## config.mk

```make
export PLATFORM = sky130hd
export DESIGN_NAME = http_response_deframer
export DESIGN_NICKNAME = d
export VERILOG_FILES = /design/src/rtl/hrd_pkg.sv /design/src/rtl/http_response_deframer.sv /design/src/rtl/hrd_core.sv /design/src/rtl/hrd_out_buf.sv
export SDC_FILE = /design/constraint.sdc
export NUM_CORES = 1
export LEC_CHECK = 0
export ABC_AREA = 1
export BUFFER_PORTS_ARGS = -buffer_cell sky130_fd_sc_hd__buf_4
export CAP_MARGIN = 0
export CORE_ASPECT_RATIO = 0.7
export CORE_MARGIN = 4
export CORE_UTILIZATION = 60
export CTS_BUF_LIST = sky130_fd_sc_hd__clkbuf_4 sky130_fd_sc_hd__clkbuf_8 sky130_fd_sc_hd__clkbuf_16
export DETAILED_ROUTE_END_ITERATION = 12
export PLACE_DENSITY = 0.78
export REMOVE_ABC_BUFFERS = 1
export SLEW_MARGIN = 5
export SYNTH_ARGS = -nofsm -noshare
export SYNTH_HDL_FRONTEND = slang
export SYNTH_HIERARCHICAL = 1
export SYNTH_SLANG_ARGS = --single-unit
```

## constraint.sdc

```tcl
create_clock -name clk -period 6 [get_ports clk]
set_clock_uncertainty 0.1 [all_clocks]
set_input_delay 1.2 -clock clk [delete_from_list [all_inputs] [get_ports clk]]
set_output_delay 1.2 -clock clk [all_outputs]
set_load 0.05 [all_outputs]
```

## src/rtl/hrd_pkg.sv

```systemverilog
// Package for the HTTP response deframer: types, constants and helpers.
// Used by all modules in rtl/.
package hrd_pkg;

  localparam int COUNT_BITS_DEF = 32;
  localparam logic [31:0] MAX_BODY_RESET = 32'd1048576;

  localparam logic [1:0] OP_BYTE  = 2'd0;
  localparam logic [1:0] OP_CLOSE = 2'd1;
  localparam logic [1:0] OP_START = 2'd2;
  localparam logic [1:0] OP_NONE  = 2'd3;

  localparam logic [1:0] END_LENGTH = 2'd0;
  localparam logic [1:0] END_ZERO   = 2'd1;
  localparam logic [1:0] END_CLOSED = 2'd2;
  localparam logic [1:0] END_LIMIT  = 2'd3;

  typedef enum logic [5:0] {
    PH_HEADER      = 6'b000001,
    PH_CHUNK_SIZE  = 6'b000010,
    PH_CHUNK_DATA  = 6'b000100,
    PH_BY_LENGTH   = 6'b001000,
    PH_UNTIL_CLOSE = 6'b010000,
    PH_DONE        = 6'b100000
  } phase_t;

  typedef struct packed {
    logic       has_byte;
    logic [7:0] body_byte;
    logic       is_last;
    logic [1:0] end_reason;
    logic [9:0] status_code;
    logic       keep_alive;
    logic       chunked_mode;
    logic [31:0] body_length;
  } result_t;

  function automatic logic [7:0] pfx_char(input logic [1:0] k, input logic [5:0] p);
    logic [8*26-1:0] s0, s1, s2;
    logic [7:0] r;
    s0 = {80'd0, "content-length: "};
    s1 = "transfer-encoding: chunked";
    s2 = {32'd0, "connection: keep-alive"};
    r = 8'd0;
    case (k)
      2'd0: if (p < 6'd16) r = s0[8*(15 - p[4:0]) +: 8];
      2'd1: if (p < 6'd26) r = s1[8*(25 - p[4:0]) +: 8];
      2'd2: if (p < 6'd22) r = s2[8*(21 - p[4:0]) +: 8];
      default: r = 8'd0;
    endcase
    return r;
  endfunction

  function automatic logic [5:0] pfx_size(input logic [1:0] k);
    logic [5:0] r;
    case (k)
      2'd0: r = 6'd16;
      2'd1: r = 6'd26;
      default: r = 6'd22;
    endcase
    return r;
  endfunction

endpackage

```

## src/rtl/http_response_deframer.sv

```systemverilog
// Top level of the HTTP response deframer: configuration register and channel glue.
// Depends on hrd_pkg, hrd_core and hrd_out_buf.
//
// The input channel carries one request per cycle while in_tready is high: an
// op (received byte, connection closed, start new response) and the received
// byte. The block parses the header byte by byte, then delivers body bytes one
// per result on the output channel, each tagged with status code, header flags
// and the running body length; the result that ends a response has is_last set
// and gives the end reason. A result is registered in the parser at the edge
// that accepts its request and moves into the result buffer at the next edge,
// from where it can be taken on out_tvalid; many requests cause no result.
// Throughput is one request per cycle while in_tready is high; the per-byte
// parser update is the single register stage that sets it. Results wait in a
// two-entry buffer; in_tready drops while it holds two results, or one that
// is not leaving in that cycle, since another result may still be on its way.
// Reset clears all parser state and sets max_body_bytes to 1048576.
// cfg_wr_en writes max_body_bytes; write it only while the block is idle.
module http_response_deframer #(
  parameter int COUNT_BITS = hrd_pkg::COUNT_BITS_DEF
) (
  input  logic        clk,
  input  logic        rst_n,
  input  logic        cfg_wr_en,
  input  logic [31:0] cfg_wr_data,
  input  logic        in_tvalid,
  output logic        in_tready,
  input  logic [15:0] in_tdata,   // [1:0] op, [9:2] rx_byte
  output logic        out_tvalid,
  input  logic        out_tready,
  output logic [55:0] out_tdata,  // [0] has_byte, [8:1] body_byte, [9] is_last,
                                  // [11:10] end_reason, [21:12] status_code,
                                  // [22] keep_alive, [23] chunked_mode,
                                  // [55:24] body_length
  output logic        out_tlast
);

  logic [31:0] max_r;
  logic step, rv, space;
  hrd_pkg::result_t res, ores;

  always_ff @(posedge clk) begin
    if (!rst_n) max_r <= hrd_pkg::MAX_BODY_RESET;
    else if (cfg_wr_en) max_r <= cfg_wr_data;
  end

  assign in_tready = space;
  assign step = in_tvalid && in_tready;

  hrd_core #(.COUNT_BITS(COUNT_BITS)) u_core (
    .clk(clk), .rst_n(rst_n), .step(step), .op(in_tdata[1:0]), .rx_byte(in_tdata[9:2]),
    .max_body(max_r), .res_valid(rv), .res(res)
  );

  hrd_out_buf u_buf (
    .clk(clk), .rst_n(rst_n), .in_valid(rv), .in_res(res), .space(space),
    .out_valid(out_tvalid), .out_ready(out_tready), .out_res(ores)
  );

  assign out_tdata = {ores.body_length, ores.chunked_mode, ores.keep_alive, ores.status_code,
                      ores.end_reason, ores.is_last, ores.body_byte, ores.has_byte};
  assign out_tlast = ores.is_last;

endmodule

```

## src/rtl/hrd_core.sv

```systemverilog
// Parser state and per-byte next-state logic of the HTTP response deframer.
// Depends on hrd_pkg.
module hrd_core #(
  parameter int COUNT_BITS = hrd_pkg::COUNT_BITS_DEF
) (
  input  logic             clk,
  input  logic             rst_n,
  input  logic             step,
  input  logic [1:0]       op,
  input  logic [7:0]       rx_byte,
  input  logic [31:0]      max_body,
  output logic             res_valid,
  output hrd_pkg::result_t res
);

  localparam logic [COUNT_BITS-1:0] CMAX = '1;

  hrd_pkg::phase_t ph_r, ph_nxt;
  logic [5:0] lpos_r, lpos_nxt;
  logic [2:0] pm_r, pm_nxt;
  logic [3:0] hbi_r, hbi_nxt;
  logic [9:0] st_r, st_nxt;
  logic [1:0] lbt_r, lbt_nxt;
  logic [COUNT_BITS-1:0] len_r, len_nxt, cb_r, cb_nxt, cd_r, cd_nxt, bc_r, bc_nxt;
  logic ka_r, ka_nxt, ch_r, ch_nxt;

  logic [7:0] c, lc;
  logic is_dig, is_hex, is_ws;
  logic [3:0] dv, hv;
  logic [COUNT_BITS+3:0] len_mul, cb_mul;
  logic [COUNT_BITS-1:0] next_bc, next_cd;
  logic [63:0] nb64, mb64;
  logic emit, e_has, e_last;
  logic [1:0] e_why;
  logic [1:0] kk;

  always_comb begin
    c = rx_byte;
    lc = (c >= 8'h41 && c <= 8'h5A) ? c + 8'd32 : c;
    is_dig = (c >= 8'h30 && c <= 8'h39);
    dv = c[3:0];
    is_hex = 1'b1;
    hv = 4'd0;
    if (is_dig) hv = c[3:0];
    else if ((c >= 8'h61 && c <= 8'h66) || (c >= 8'h41 && c <= 8'h46)) hv = c[3:0] + 4'd9;
    else is_hex = 1'b0;
    is_ws = (c == 8'h20) || (c == 8'h09);
    len_mul = {4'd0, len_r} * (COUNT_BITS + 4)'(10) + (COUNT_BITS + 4)'(dv);
    cb_mul = {cb_r, 4'd0} + (COUNT_BITS + 4)'(hv);
    next_bc = (bc_r == CMAX) ? bc_r : bc_r + 1'b1;
    next_cd = (cd_r == CMAX) ? cd_r : cd_r + 1'b1;
    nb64 = 64'(next_bc);
    mb64 = {32'd0, max_body};

    ph_nxt = ph_r; lpos_nxt = lpos_r; pm_nxt = pm_r; hbi_nxt = hbi_r;
    st_nxt = st_r; lbt_nxt = lbt_r; len_nxt = len_r; cb_nxt = cb_r;
    cd_nxt = cd_r; bc_nxt = bc_r; ka_nxt = ka_r; ch_nxt = ch_r;
    emit = 1'b0; e_has = 1'b0; e_last = 1'b0; e_why = hrd_pkg::END_LENGTH;
    kk = 2'd0;

    if (step) begin
      case (op)
        hrd_pkg::OP_START: begin
          ph_nxt = hrd_pkg::PH_HEADER; lpos_nxt = '0; pm_nxt = 3'b111; hbi_nxt = '0;
          st_nxt = '0; lbt_nxt = '0; len_nxt = '0; cb_nxt = '0; cd_nxt = '0;
          bc_nxt = '0; ka_nxt = 1'b0; ch_nxt = 1'b0;
        end
        hrd_pkg::OP_CLOSE: begin
          if (ph_r != hrd_pkg::PH_DONE) begin
            emit = 1'b1; e_last = 1'b1; e_why = hrd_pkg::END_CLOSED;
          end
        end
        hrd_pkg::OP_BYTE: begin
          case (ph_r)
            hrd_pkg::PH_HEADER: begin
              if (hbi_r >= 4'd9 && hbi_r < 4'd12) begin
                if (is_dig) begin
                  st_nxt = 10'(st_r * 10'd10 + 10'(dv));
                  hbi_nxt = hbi_r + 4'd1;
                end else hbi_nxt = 4'd12;
              end else if (hbi_r < 4'd12) hbi_nxt = hbi_r + 4'd1;
              for (int k = 0; k < 3; k++) begin
                kk = 2'(k);
                if (pm_r[k]) begin
                  if (lpos_r < hrd_pkg::pfx_size(kk)) begin
                    if (lc != hrd_pkg::pfx_char(kk, lpos_r)) pm_nxt[k] = 1'b0;
                    else if (lpos_r == hrd_pkg::pfx_size(kk) - 6'd1) begin
                      if (k == 0) len_nxt = '0;
                      else if (k == 1) ch_nxt = 1'b1;
                      else ka_nxt = 1'b1;
                    end
                  end else if (k == 0) begin
                    if (is_dig)
                      len_nxt = (len_mul[COUNT_BITS+3:COUNT_BITS] != 4'd0) ? CMAX
                                : len_mul[COUNT_BITS-1:0];
                    else pm_nxt[0] = 1'b0;
                  end
                end
              end
              if (c == 8'h0A) begin
                lpos_nxt = '0; pm_nxt = 3'b111;
              end else if (lpos_r < 6'd63) lpos_nxt = lpos_r + 6'd1;
              if (c == 8'h0D) lbt_nxt = (lbt_r == 2'd2) ? 2'd3 : 2'd1;
              else if (c == 8'h0A) begin
                if (lbt_r == 2'd3) begin
                  lbt_nxt = '0;
                  if (ch_nxt) begin
                    ph_nxt = hrd_pkg::PH_CHUNK_SIZE; lpos_nxt = '0; pm_nxt = 3'b001;
                    cb_nxt = '0;
                  end else if (len_nxt != '0) ph_nxt = hrd_pkg::PH_BY_LENGTH;
                  else ph_nxt = hrd_pkg::PH_UNTIL_CLOSE;
                end else lbt_nxt = (lbt_r == 2'd1) ? 2'd2 : 2'd0;
              end else lbt_nxt = '0;
            end
            hrd_pkg::PH_CHUNK_SIZE: begin
              if (c == 8'h0A) begin
                if (lpos_r == 6'd0) begin
                  lpos_nxt = '0; pm_nxt = 3'b001; cb_nxt = '0;
                end else if (cb_r == '0) begin
                  emit = 1'b1; e_last = 1'b1; e_why = hrd_pkg::END_ZERO;
                end else begin
                  ph_nxt = hrd_pkg::PH_CHUNK_DATA; cd_nxt = '0;
                end
              end else if (c == 8'h0D) pm_nxt = 3'b000;
              else begin
                if (pm_r[0]) begin
                  if (is_hex)
                    cb_nxt = (cb_mul[COUNT_BITS+3:COUNT_BITS] != 4'd0) ? CMAX
                             : cb_mul[COUNT_BITS-1:0];
                  else if (!(is_ws && lpos_r == 6'd0)) pm_nxt = 3'b000;
                end
                if ((!is_ws || lpos_r != 6'd0 || !pm_nxt[0]) && lpos_r < 6'd63)
                  lpos_nxt = lpos_r + 6'd1;
              end
            end
            hrd_pkg::PH_CHUNK_DATA, hrd_pkg::PH_BY_LENGTH, hrd_pkg::PH_UNTIL_CLOSE: begin
              emit = 1'b1;
              if (ph_r == hrd_pkg::PH_BY_LENGTH && next_bc >= len_r) begin
                bc_nxt = next_bc; e_has = 1'b1; e_last = 1'b1; e_why = hrd_pkg::END_LENGTH;
              end else if (nb64 > mb64) begin
                e_last = 1'b1; e_why = hrd_pkg::END_LIMIT;
              end else begin
                bc_nxt = next_bc; e_has = 1'b1;
                if (ph_r == hrd_pkg::PH_CHUNK_DATA) begin
                  cd_nxt = next_cd;
                  if (next_cd >= cb_r) begin
                    ph_nxt = hrd_pkg::PH_CHUNK_SIZE; lpos_nxt = '0; pm_nxt = 3'b001;
                    cb_nxt = '0;
                  end
                end
              end
            end
            default: ;
          endcase
        end
        default: ;
      endcase
      if (emit && e_last) ph_nxt = hrd_pkg::PH_DONE;
    end
  end

  always_ff @(posedge clk) begin
    if (!rst_n) begin
      ph_r <= hrd_pkg::PH_HEADER; lpos_r <= '0; pm_r <= 3'b111; hbi_r <= '0;
      st_r <= '0; lbt_r <= '0; len_r <= '0; cb_r <= '0; cd_r <= '0; bc_r <= '0;
      ka_r <= 1'b0; ch_r <= 1'b0; res_valid <= 1'b0;
    end else begin
      ph_r <= ph_nxt; lpos_r <= lpos_nxt; pm_r <= pm_nxt; hbi_r <= hbi_nxt;
      st_r <= st_nxt; lbt_r <= lbt_nxt; len_r <= len_nxt; cb_r <= cb_nxt;
      cd_r <= cd_nxt; bc_r <= bc_nxt; ka_r <= ka_nxt; ch_r <= ch_nxt;
      res_valid <= emit;
    end
  end

  always_ff @(posedge clk) begin
    if (emit) begin
      res.has_byte <= e_has;
      res.body_byte <= e_has ? c : 8'd0;
      res.is_last <= e_last;
      res.end_reason <= e_last ? e_why : 2'd0;
      res.status_code <= st_r;
      res.keep_alive <= ka_r;
      res.chunked_mode <= ch_r;
      res.body_length <= (64'(bc_nxt) > 64'hFFFF_FFFF) ? 32'hFFFF_FFFF : 32'(bc_nxt);
    end
  end

  assert property (@(posedge clk) disable iff (!rst_n)
    res_valid && res.is_last |-> ph_r == hrd_pkg::PH_DONE || $past(op) == hrd_pkg::OP_START)
    else $error("ending result without done phase");
  assert property (@(posedge clk) disable iff (!rst_n)
    res_valid && !res.has_byte |-> res.is_last)
    else $error("empty result that does not end the response");
  assert property (@(posedge clk) disable iff (!rst_n)
    res_valid && res.end_reason == hrd_pkg::END_LIMIT |-> !res.has_byte)
    else $error("byte delivered past the size limit");

endmodule

```

## src/rtl/hrd_out_buf.sv

```systemverilog
// Two-entry skid buffer on the result channel of the HTTP response deframer.
// Depends on hrd_pkg.
module hrd_out_buf (
  input  logic             clk,
  input  logic             rst_n,
  input  logic             in_valid,
  input  hrd_pkg::result_t in_res,
  output logic             space,
  output logic             out_valid,
  input  logic             out_ready,
  output hrd_pkg::result_t out_res
);

  hrd_pkg::result_t mem_r [2];
  logic rp_r, wp_r;
  logic [1:0] cnt_r;
  logic push, pop;

  assign out_valid = (cnt_r != 2'd0);
  assign out_res = mem_r[rp_r];
  assign pop = out_valid && out_ready;
  assign push = in_valid;
  assign space = (cnt_r == 2'd0) || (cnt_r == 2'd1 && pop);

  always_ff @(posedge clk) begin
    if (!rst_n) begin
      rp_r <= 1'b0; wp_r <= 1'b0; cnt_r <= '0;
    end else begin
      if (push) wp_r <= ~wp_r;
      if (pop) rp_r <= ~rp_r;
      cnt_r <= cnt_r + 2'(push) - 2'(pop);
    end
  end

  always_ff @(posedge clk) begin
    if (push) mem_r[wp_r] <= in_res;
  end

  assert property (@(posedge clk) disable iff (!rst_n) !(push && cnt_r == 2'd2 && !pop))
    else $error("result buffer overflow");

endmodule
```

After elaboration in Yosys (flattened, before gate mapping)
Memory sizes are Yosys's and may differ from the RTL's. A register that Yosys moved wholly into a read port is not among the register bits.
Cells that the tools add are included.
Word-level totals
  register bits after elaboration: 254
  memory bits (writable): 112
  output and inout port bits: 59
  word-level logic and storage cells: 396
  memories: 1
Operators by class
  add/subtract/negate cells: 17
  multipliers: 2
  order comparisons: 19
  eq/ne operators: 64
  shifts and indexed selects: 3
  mux-type cells: 220
  bitwise logic cells: 2
  reduce and logical (&&, ||, !) cells: 42
Memory list
  u_buf.mem_r: depth 2, width 56, read ports 1, clocked after memory_dff 1, wr ports 1, line hrd_out_buf.sv:14  | hrd_pkg::result_t mem_r [2];
Operators by type and width (count)
  $mux 32: 36
  $shiftx 208x33->8 const A: 3
  $mux 6: 56
  $pmux 32 s2: 5
  $mux 8: 19
  $pmux 32 s3: 1
  $add 36x4->36: 2
  $add 32x1->32 const B: 2
  $eq 32x32->1 const B: 2
  $ge 32x32->1: 2
  $mux 3: 20
  $mux 1: 45
  $pmux 6 s3: 2
  $mul 32x3->35 const B: 1
  $gt 32x32->1: 1
  $logic_not 32->1: 1
  $ne 4x2->1 const B: 8
  $reduce_bool 32->1: 1
  $mux 10: 3
  $eq 8x4->1 const B: 3
  $le 8x7->1 const B: 3
  $mux 4: 6
  $ne 4x4->1 const B: 6
  $ne 8x8->1: 3
  69 further kinds: 138

Longest topological paths before layout
Gate-level depths: netlist of run 1.
  depth after elaboration: 37
  gate-level depth with buffers: 34

Cells and area by module
Netlist of run 1, hierarchy kept.
Modules (own cells, without submodules)
  hrd_core: instances 1, cells an instance 3131, area an instance 19935.4 µm², sequential area each 4924.7 µm²
  hrd_out_buf: instances 1, cells an instance 210, area an instance 4444.3 µm², sequential area each 3463.3 µm²
  http_response_deframer: instances 1, cells an instance 204, area an instance 1347.5 µm², sequential area each 640.6 µm²

Worst setup path before layout of run 1
No wires, ideal clock.
  path type: reg-to-reg
  start point: register u_core.bc_r[0]
  end point: register u_core.cd_r[24]
  setup time: 86 ps
  data arrival time: 4385 ps
  required time: 5814 ps
  setup slack: 1429 ps
  cell stages (with the launch flop): 33
  path buffers: 2
  clock period less this slack: 4571 ps
  path through: dfxtp_1 ha_1 inv_1 nor3_1 nand3_1 nor2_1 nand2_1 nor2_1 nand3_1 nor2_1 nand2_1 nand2_1 nor2_1 nand2_1 nor3_1 nand3_1 xor2_1 inv_1 ha_1 nand2_1 nor2_1 nand4_1 nor4_1 nand2_1 a21oi_1 nand2_1 nand2_1 inv_1 nand2_1 clkbuf_1 clkbuf_1 a21oi_1 a211oi_1
Between the ends
  cells in the longest elaborated chain, start to end: 6
  elaborated cells on any way between the ends: 9
Ends and longest elaborated chain
  start: declaration: line hrd_core.sv:24  | logic [COUNT_BITS-1:0] len_r, len_nxt, cb_r, cb_nxt, cd_r, cd_nxt, bc_r, bc_nxt;
  start signal: assignment: line hrd_core.sv:170  | cd_r <= cd_nxt; bc_r <= bc_nxt; ka_r <= ka_nxt; ch_r <= ch_nxt;
  $add 32x1->32 / $eq 32x32->1 (equally long branches): line hrd_core.sv:50  | next_bc = (bc_r == CMAX) ? bc_r : bc_r + 1'b1;
  $mux 32 (*): line hrd_core.sv:50
  $ge 32x32->1: line hrd_core.sv:138  | if (ph_r == hrd_pkg::PH_BY_LENGTH && next_bc >= len_r) begin
  $logic_and 1x1->1: line hrd_core.sv:138
  $ne 3x3->1 (no source line)
  $reduce_and 9->1 (no source line) (*)
  end signal: assignment: line hrd_core.sv:170
  end: declaration: line hrd_core.sv:24
Every way passes the cells marked *; elsewhere a longest branch is shown, timed or not.
A chain may end at the register's enable or synchronous reset.

Final worst setup path of run 1
  start point: register u_core.bc_r[0]
  end point: register u_core.cd_r[25]
The elaborated chain is that of the path after synthesis.

==> impl_metrics.json, run 1 <==
{
  "synth_edf_count": 168,
  "clk_path_buf_depth": 3,
  "root_buffer": "clkbuf_16",
  "power.density_nw_per_um2": 263,
  "fp-row-count": 63,
  "synthMuxAreaShare_pct": 3.07,
  "period_share_pct": 94.1,
  "synth_compound_area_share_pct": 12.8,
  "floorplan.die_area_um2": 46300,
  "portBuffers": 105,
  "setup_slack_ns": 0.355,
  "synth_area_per_cell_um2": 7.26,
  "grt_overflow_total": 0,
  "slew_violations": 0,
  "ys_ff_latch": 367,
  "slew_headroom_pct": 28.0,
  "grt_max_degree": 85,
  "start_util_pct": 60.8,
  "drv_cap": 0,
  "ir_drop_uv": 181,
  "placed_cell_area_um2": 27000,
  "utilization_pct": 66.6,
  "cts_buffers": 36,
  "gp_congestion": 0.947,
  "drc": 0,
  "synthSimpleGateAreaFrac_pct": 26.4,
  "nets": 3863,
  "synthArstFlopShare_pct": 0,
  "syn_area_um2": 25700,
  "fin_area_um2": 28200,
  "hold_path.class": "reg -> reg",
  "num_vias": 24400,
  "yosys.area_share.xor_xnor_pct": 3.22,
  "worstHoldStart": "u_core/ka_r",
  "synth_seq_area_share_pct": 35.1,
  "clock_latency_ns": 0.54,
  "viasPerCell": 5.81,
  "worstMarginPinSlew_ns": 1.07,
  "synthFlopType": "dfxtp_1",
  "startpoint_type": "flop",
  "pin_count": 112,
  "cts-hold-fix-buffers": 0,
  "yosysUniqueCellTypes": 63,
  "critPathRequiredTime_ns": 6.34,
  "n_antenna_cell": 0,
  "holdPathEnd": "u_core/res[33]",
  "die_width_um": 255,
  "hold_viol": 0,
  "cts.sinks": 367,
  "grt_pass1_wl_um": 115000,
  "timing.fmax_mhz": 177,
  "synthCells": 3545,
  "clk_pin_slew_ns": 0.07,
  "drive_above_1_share_pct": 9.34,
  "arrival_ns": 5.98,
  "setup_violations": 0,
  "hpwlAfterDp_um": 53800,
  "drtPass1Iterations": 6,
  "synth_top_family_by_area": "simple AND/OR/NAND/NOR gates",
  "drt_iter0_drc": 2611,
  "path_common_cell": "nand2_1",
  "grt_pass1_vias": 22800,
  "synthTopCellsByArea": "edfxtp_1 20%, dfxtp_1 15%, nand2_1 13%",
  "antenna_found_initial": 0,
  "path_class": "reg -> reg",
  "final_antenna_net_count": 0,
  "status": "finished clean",
  "reg2reg_slack_ns": 0.35,
  "rsz0062_at_grt": "no",
  "critPathSlowestCell": "nor4b_1",
  "syn2layout_area_growth_pct": 9.62,
  "cts_tree": "yes",
  "htree_levels": 2,
  "dpl_worst_slack_ns": 0.261,
  "wire_per_inst_um": 17.1,
  "yosys.area.top_type": "edfxtp_1",
  "core_area_um2": 42300,
  "synth.top_cell.area_share_pct": 19.6,
  "crit_path_end_kind": "flop",
  "min_period_ns": 5.65,
  "track_usage_pct": 29.9,
  "slowest_delay_ns": 0.37,
  "worstReg2RegEnd": "u_core/cd_r[25]",
  "fp.dieH_um": 181,
  "critPathMaxFanout": 55,
  "hold_depth": 0,
  "synth_fa_ha_area_share_pct": 9.70,
  "ys_warn_count": 6,
  "fin_setup_tns_ns": 0,
  "r2r_start": "u_core/bc_r[0]",
  "p_leak_uw": 0.0128,
  "r2r_cells": 33,
  "finalWirelength_um": 71900
}
## what timing repair did
action | CTS | global route
gates resized for setup | 0 | 8
buffers inserted | 0 | 0
setup endpoints to repair | 0 | 152
## worst max-delay path, delay by kind of cell, from the launching register on
family / cells / cell delay [ns]
AND/OR/NAND/NOR: 22 / 3.01
buffers and inverters: 5 / 0.71
AO/OA/AOI/OAI: 3 / 0.61
adder cells (fa/ha/maj): 2 / 0.52
flip-flops: 1 / 0.34
XOR/XNOR: 1 / 0.23
## worst max-delay path by stage
stage                         from               to  slack [ns]  cells past startpoint
floorplan           u_core/bc_r[0]  u_core/cd_r[10]        0.56                     31
global placement    u_core/bc_r[0]  u_core/cd_r[14]        0.33                     33
detailed placement  u_core/bc_r[0]   u_core/cd_r[5]        0.26                     33
CTS                 u_core/bc_r[0]  u_core/cd_r[21]        0.22                     33
global route        u_core/bc_r[0]   u_core/ph_r[4]        0.03                     35
finish              u_core/bc_r[0]  u_core/cd_r[25]        0.35                     33
## cell usage after synthesis (5+ instances only)
cell type / n
o22ai_1: 7
inv_1: 492
clkbuf_1: 79
and2_1: 5
ha_1: 193
nor4_1: 23
nand3_2: 9
buf_2: 10
inv_2: 15
nand4_1: 46
o211ai_1: 18
buf_6: 13
clkinv_1: 8
nand3_1: 213
xor2_1: 79
nor2_1: 317
nand2_1: 885
dfxtp_1: 199
xnor2_1: 12
nor2_4: 7
nor2_2: 9
mux2_4: 40
or2_2: 6
mux2_2: 16
nand2_2: 10
a21oi_1: 339
edfxtp_1: 168
a211oi_1: 33
o21ai_0: 123
buf_4: 9
a31oi_1: 36
nor3_1: 62
## routing by layer
layer	vias up	track usage, %	share of wire (%)
met1	11300	41.3	44
met2	1039	48.4	45
met3	159	5.46	8.3
li1	11900	-	-
met4	0	8.73	2.6
met5	-	0	0
## registers in the layout, indices dropped and copies added, names as in the netlist, named ones only
register and flops:
max_r 32, u_buf/cnt_r 2, u_buf/mem_r 112, u_buf/rp_r 1, u_buf/wp_r 1, u_core/bc_r 32, u_core/cb_r 32, u_core/cd_r 32
u_core/ch_r 1, u_core/hbi_r 4, u_core/ka_r 1, u_core/lbt_r 2, u_core/len_r 32, u_core/lpos_r 6, u_core/ph_r 6, u_core/pm_r 3
u_core/res 56, u_core/res_valid 1, u_core/st_r 10
## metrics by stage
| step | instances | hold WS [ns] | power [uW] |
|---|---|---|---|
| floorplan | 3430 | 0.303 | 4520 |
| global placement | 4127 | 0.311 | 5060 |
| detailed placement | 4127 | 0.317 | 5140 |
| CTS | 4193 | 0.332 | 7400 |
| global route | 4193 | 0.351 | 7760 |
| finish | 4193 | 0.331 | 7420 |
## area by class of cell
cell class	count	area (um^2)
multi-input cells	2548	14200
fillers	3603	14100
flip-flops and latches	367	9030
inverters	515	1940
repair buffers	145	1140
clock buffers	47	1000
well taps	552	691
clock inverters	19	165
## cells by family after synthesis
kind of cell             after synthesis
AO/OA/AOI/OAI                        595
buffers and inverters                630
multiplexers                          57
flip-flops                           367
adder cells (fa/ha/maj)              197
XOR/XNOR                              93
AND/OR/NAND/NOR                     1606
## power breakdown
group          internal, uW  switching [uW]  total (uW)  leakage, uW
Combinational           745            1450        2200      0.00902
Sequential             2770             179        2950      0.00317
Clock                  1280             996        2280     0.000579
Total                  4790            2630        7420       0.0128
## cell usage in the layout (no fill, tap or decap), types with 18 or more instances in the layout
master / n
a21oi_1: 338
nor4_1: 21
clkbuf_16: 37
a211oi_1: 33
nor3_1: 59
nand2_1: 884
buf_4: 141
o21ai_0: 123
mux2_4: 40
a31oi_1: 36
edfxtp_1: 168
inv_1: 490
ha_1: 193
dfxtp_1: 198
nand4_1: 46
xor2_1: 79
nand3_1: 213
o211ai_1: 18
nor2_1: 314
No activity file was read; power rests on OpenSTA's default activity.
==> run 2, diff against run 1 <==
- CORE_MARGIN: 4 -> not set
==> impl_metrics.json, run 2 (same netlist as run 1, synthesis figures left out) <==
{
  "status": "finished clean",
  "grt_max_degree": 85,
  "ir_drop_uv": 191,
  "wl_met2_um": 32600,
  "hold_path.class": "reg -> reg",
  "crit_path_end_kind": "flop",
  "num_vias": 24200,
  "worstMarginPinSlew_ns": 1.05,
  "n_antenna_cell": 0,
  "viasPerCell": 5.77,
  "path_class": "reg -> reg",
  "slowest_delay_ns": 0.39,
  "grt_overflow_total": 0,
  "seq_power_share_pct": 38.7,
  "start_util_pct": 60.8,
  "drive_above_1_share_pct": 9.39,
  "drtPass1Iterations": 6,
  "hold_viol": 0,
  "final_antenna_net_count": 0,
  "hold_slack_ns": 0.338,
  "cts_buffers": 36,
  "path_common_cell": "nand2_1",
  "largest_reg_flops": 112,
  "final_cell_mix": "883 x nand2_1, 491 x inv_1, 338 x a21oi_1",
  "hpwlAfterDp_um": 53400,
  "critPathMaxFanout": 47,
  "core_area_um2": 42300,
  "clkPwrFrac_pct": 32.4,
  "comb_power_share_pct": 28.9,
  "timing.fmax_mhz": 177,
  "finalWirelength_um": 71600,
  "arrival_ns": 6.00,
  "drt_iter0_drc": 2292,
  "internal_power_uw": 4980,
  "slew_headroom_pct": 29.7,
  "wire_per_inst_um": 17.1,
  "nets": 3865,
  "min_period_ns": 5.65,
  "reg_top3": "u_buf/mem_r: 112 flops, u_core/res: 56 flops",
  "path_buf_inv": 5,
  "floorplan.die_area_um2": 43700,
  "cts.sinks": 367,
  "path_delay_family": "simple AND/OR/NAND/NOR gates",
  "slew_violations": 0,
  "clock_latency_ns": 0.55,
  "highest_layer": "met4",
  "htree_levels": 2,
  "antenna_found_initial": 0,
  "grt_pass1_vias": 23000,
  "setup_violations": 0,
  "clk_path_buf_depth": 3,
  "p_sw_uw": 2620,
  "drv_cap": 0,
  "p_total_uw": 7600,
  "p_sw_share_pct": 34.5,
  "wl_met3_um": 5470,
  "gp_congestion": 0.986,
  "clk_pin_slew_ns": 0.07,
  "fp-row-count": 63,
  "track_usage_pct": 32.2,
  "fp.dieH_um": 175,
  "final_common_cell": "nand2_1",
  "die_width_um": 249,
  "period_share_pct": 94.2,
  "pin_count": 112,
  "cts_setup_buffers": 0,
  "drc": 0,
  "cts_tree": "yes",
  "wl_met1_um": 32000,
  "power.density_nw_per_um2": 268,
  "root_buffer": "clkbuf_16",
  "reg2reg_slack_ns": 0.35,
  "largest-register": "u_buf/mem_r",
  "startpoint_type": "flop",
  "critPathSlowestCell": "dfxtp_1",
  "p_leak_uw": 0.0128,
  "syn2layout_area_growth_pct": 10.2,
  "grt_pass1_wl_um": 116000,
  "critPathRequiredTime_ns": 6.35,
  "portBuffers": 105
}
[run 2: cell count changes in the layout (fill, tap and decap cells not counted), moves of 2 or more]
cell	before	now
clkinvlp_4	3	5
clkbuf_16	37	39
bufinv_16	2	5
clkinv_4	2	0
inv_6	3	0
clkbuf_4	10	7
clkbuf_8	0	2
[run 2: metrics by stage]
step           TNS (ns)  std cells  worst slack [ns]  utilization (%)  cell area [um^2]
5_1_grt         -0.0222       4195           -0.0132             67.0             28300
3_5_place_dp          0       4128             0.191             63.8             27000
2_1_floorplan         0       3430             0.559                -             25100
6_report              0       4195             0.349             67.0             28300
4_1_cts               0       4194             0.142             66.9             28300
3_3_place_gp          0       4128             0.355             63.8             27000
[run 2: path summary, 6_finish.rpt]
kind / start / to / cells past startpoint
worst min register to register: u_core/ka_r / u_core/res[33] / 0
worst max-delay path: u_core/bc_r[0] / u_core/cd_r[19] / 33
worst min-delay path: u_core/ka_r / u_core/res[33] / 0
worst max register to register: u_core/bc_r[0] / u_core/cd_r[19] / 33
[run 2: cell type report]
| cell class | instances | area [um^2] |
|---|---|---|
| fill | 3563 | 14000 |
| multi-input combinational | 2548 | 14200 |
| sequential | 367 | 9030 |
| tap | 552 | 691 |
| inverter | 515 | 1940 |
| timing repair inverter | 1 | 5.00 |
| timing repair buffer | 146 | 1150 |
| clock inverter | 18 | 233 |
| clock buffer | 48 | 1060 |
[run 2: repair_timing]
item / CTS / global route
setup endpoints to repair: 0 / 132
gates resized for setup: 0 / 8
hold buffers: 0 / 0
endpoints found under the hold margin: 0 / 0
[run 2: layer usage]
layer / up-vias / track usage, %
li1: 11900 / -
met1: 11200 / 44.2
met2: 1004 / 54.0
met3: 124 / 3.87
met4: 0 / 8.49
met5: - / 0
[run 2: power groups by stage]
stage	combinational, uW	sequential, uW	clock, uW
after global placement	2080	2990	0
after global routing	2390	2960	2580
after CTS	2160	2940	2490
final	2190	2940	2460
after floorplan	1580	2940	0
after detailed placement	2140	2990	0
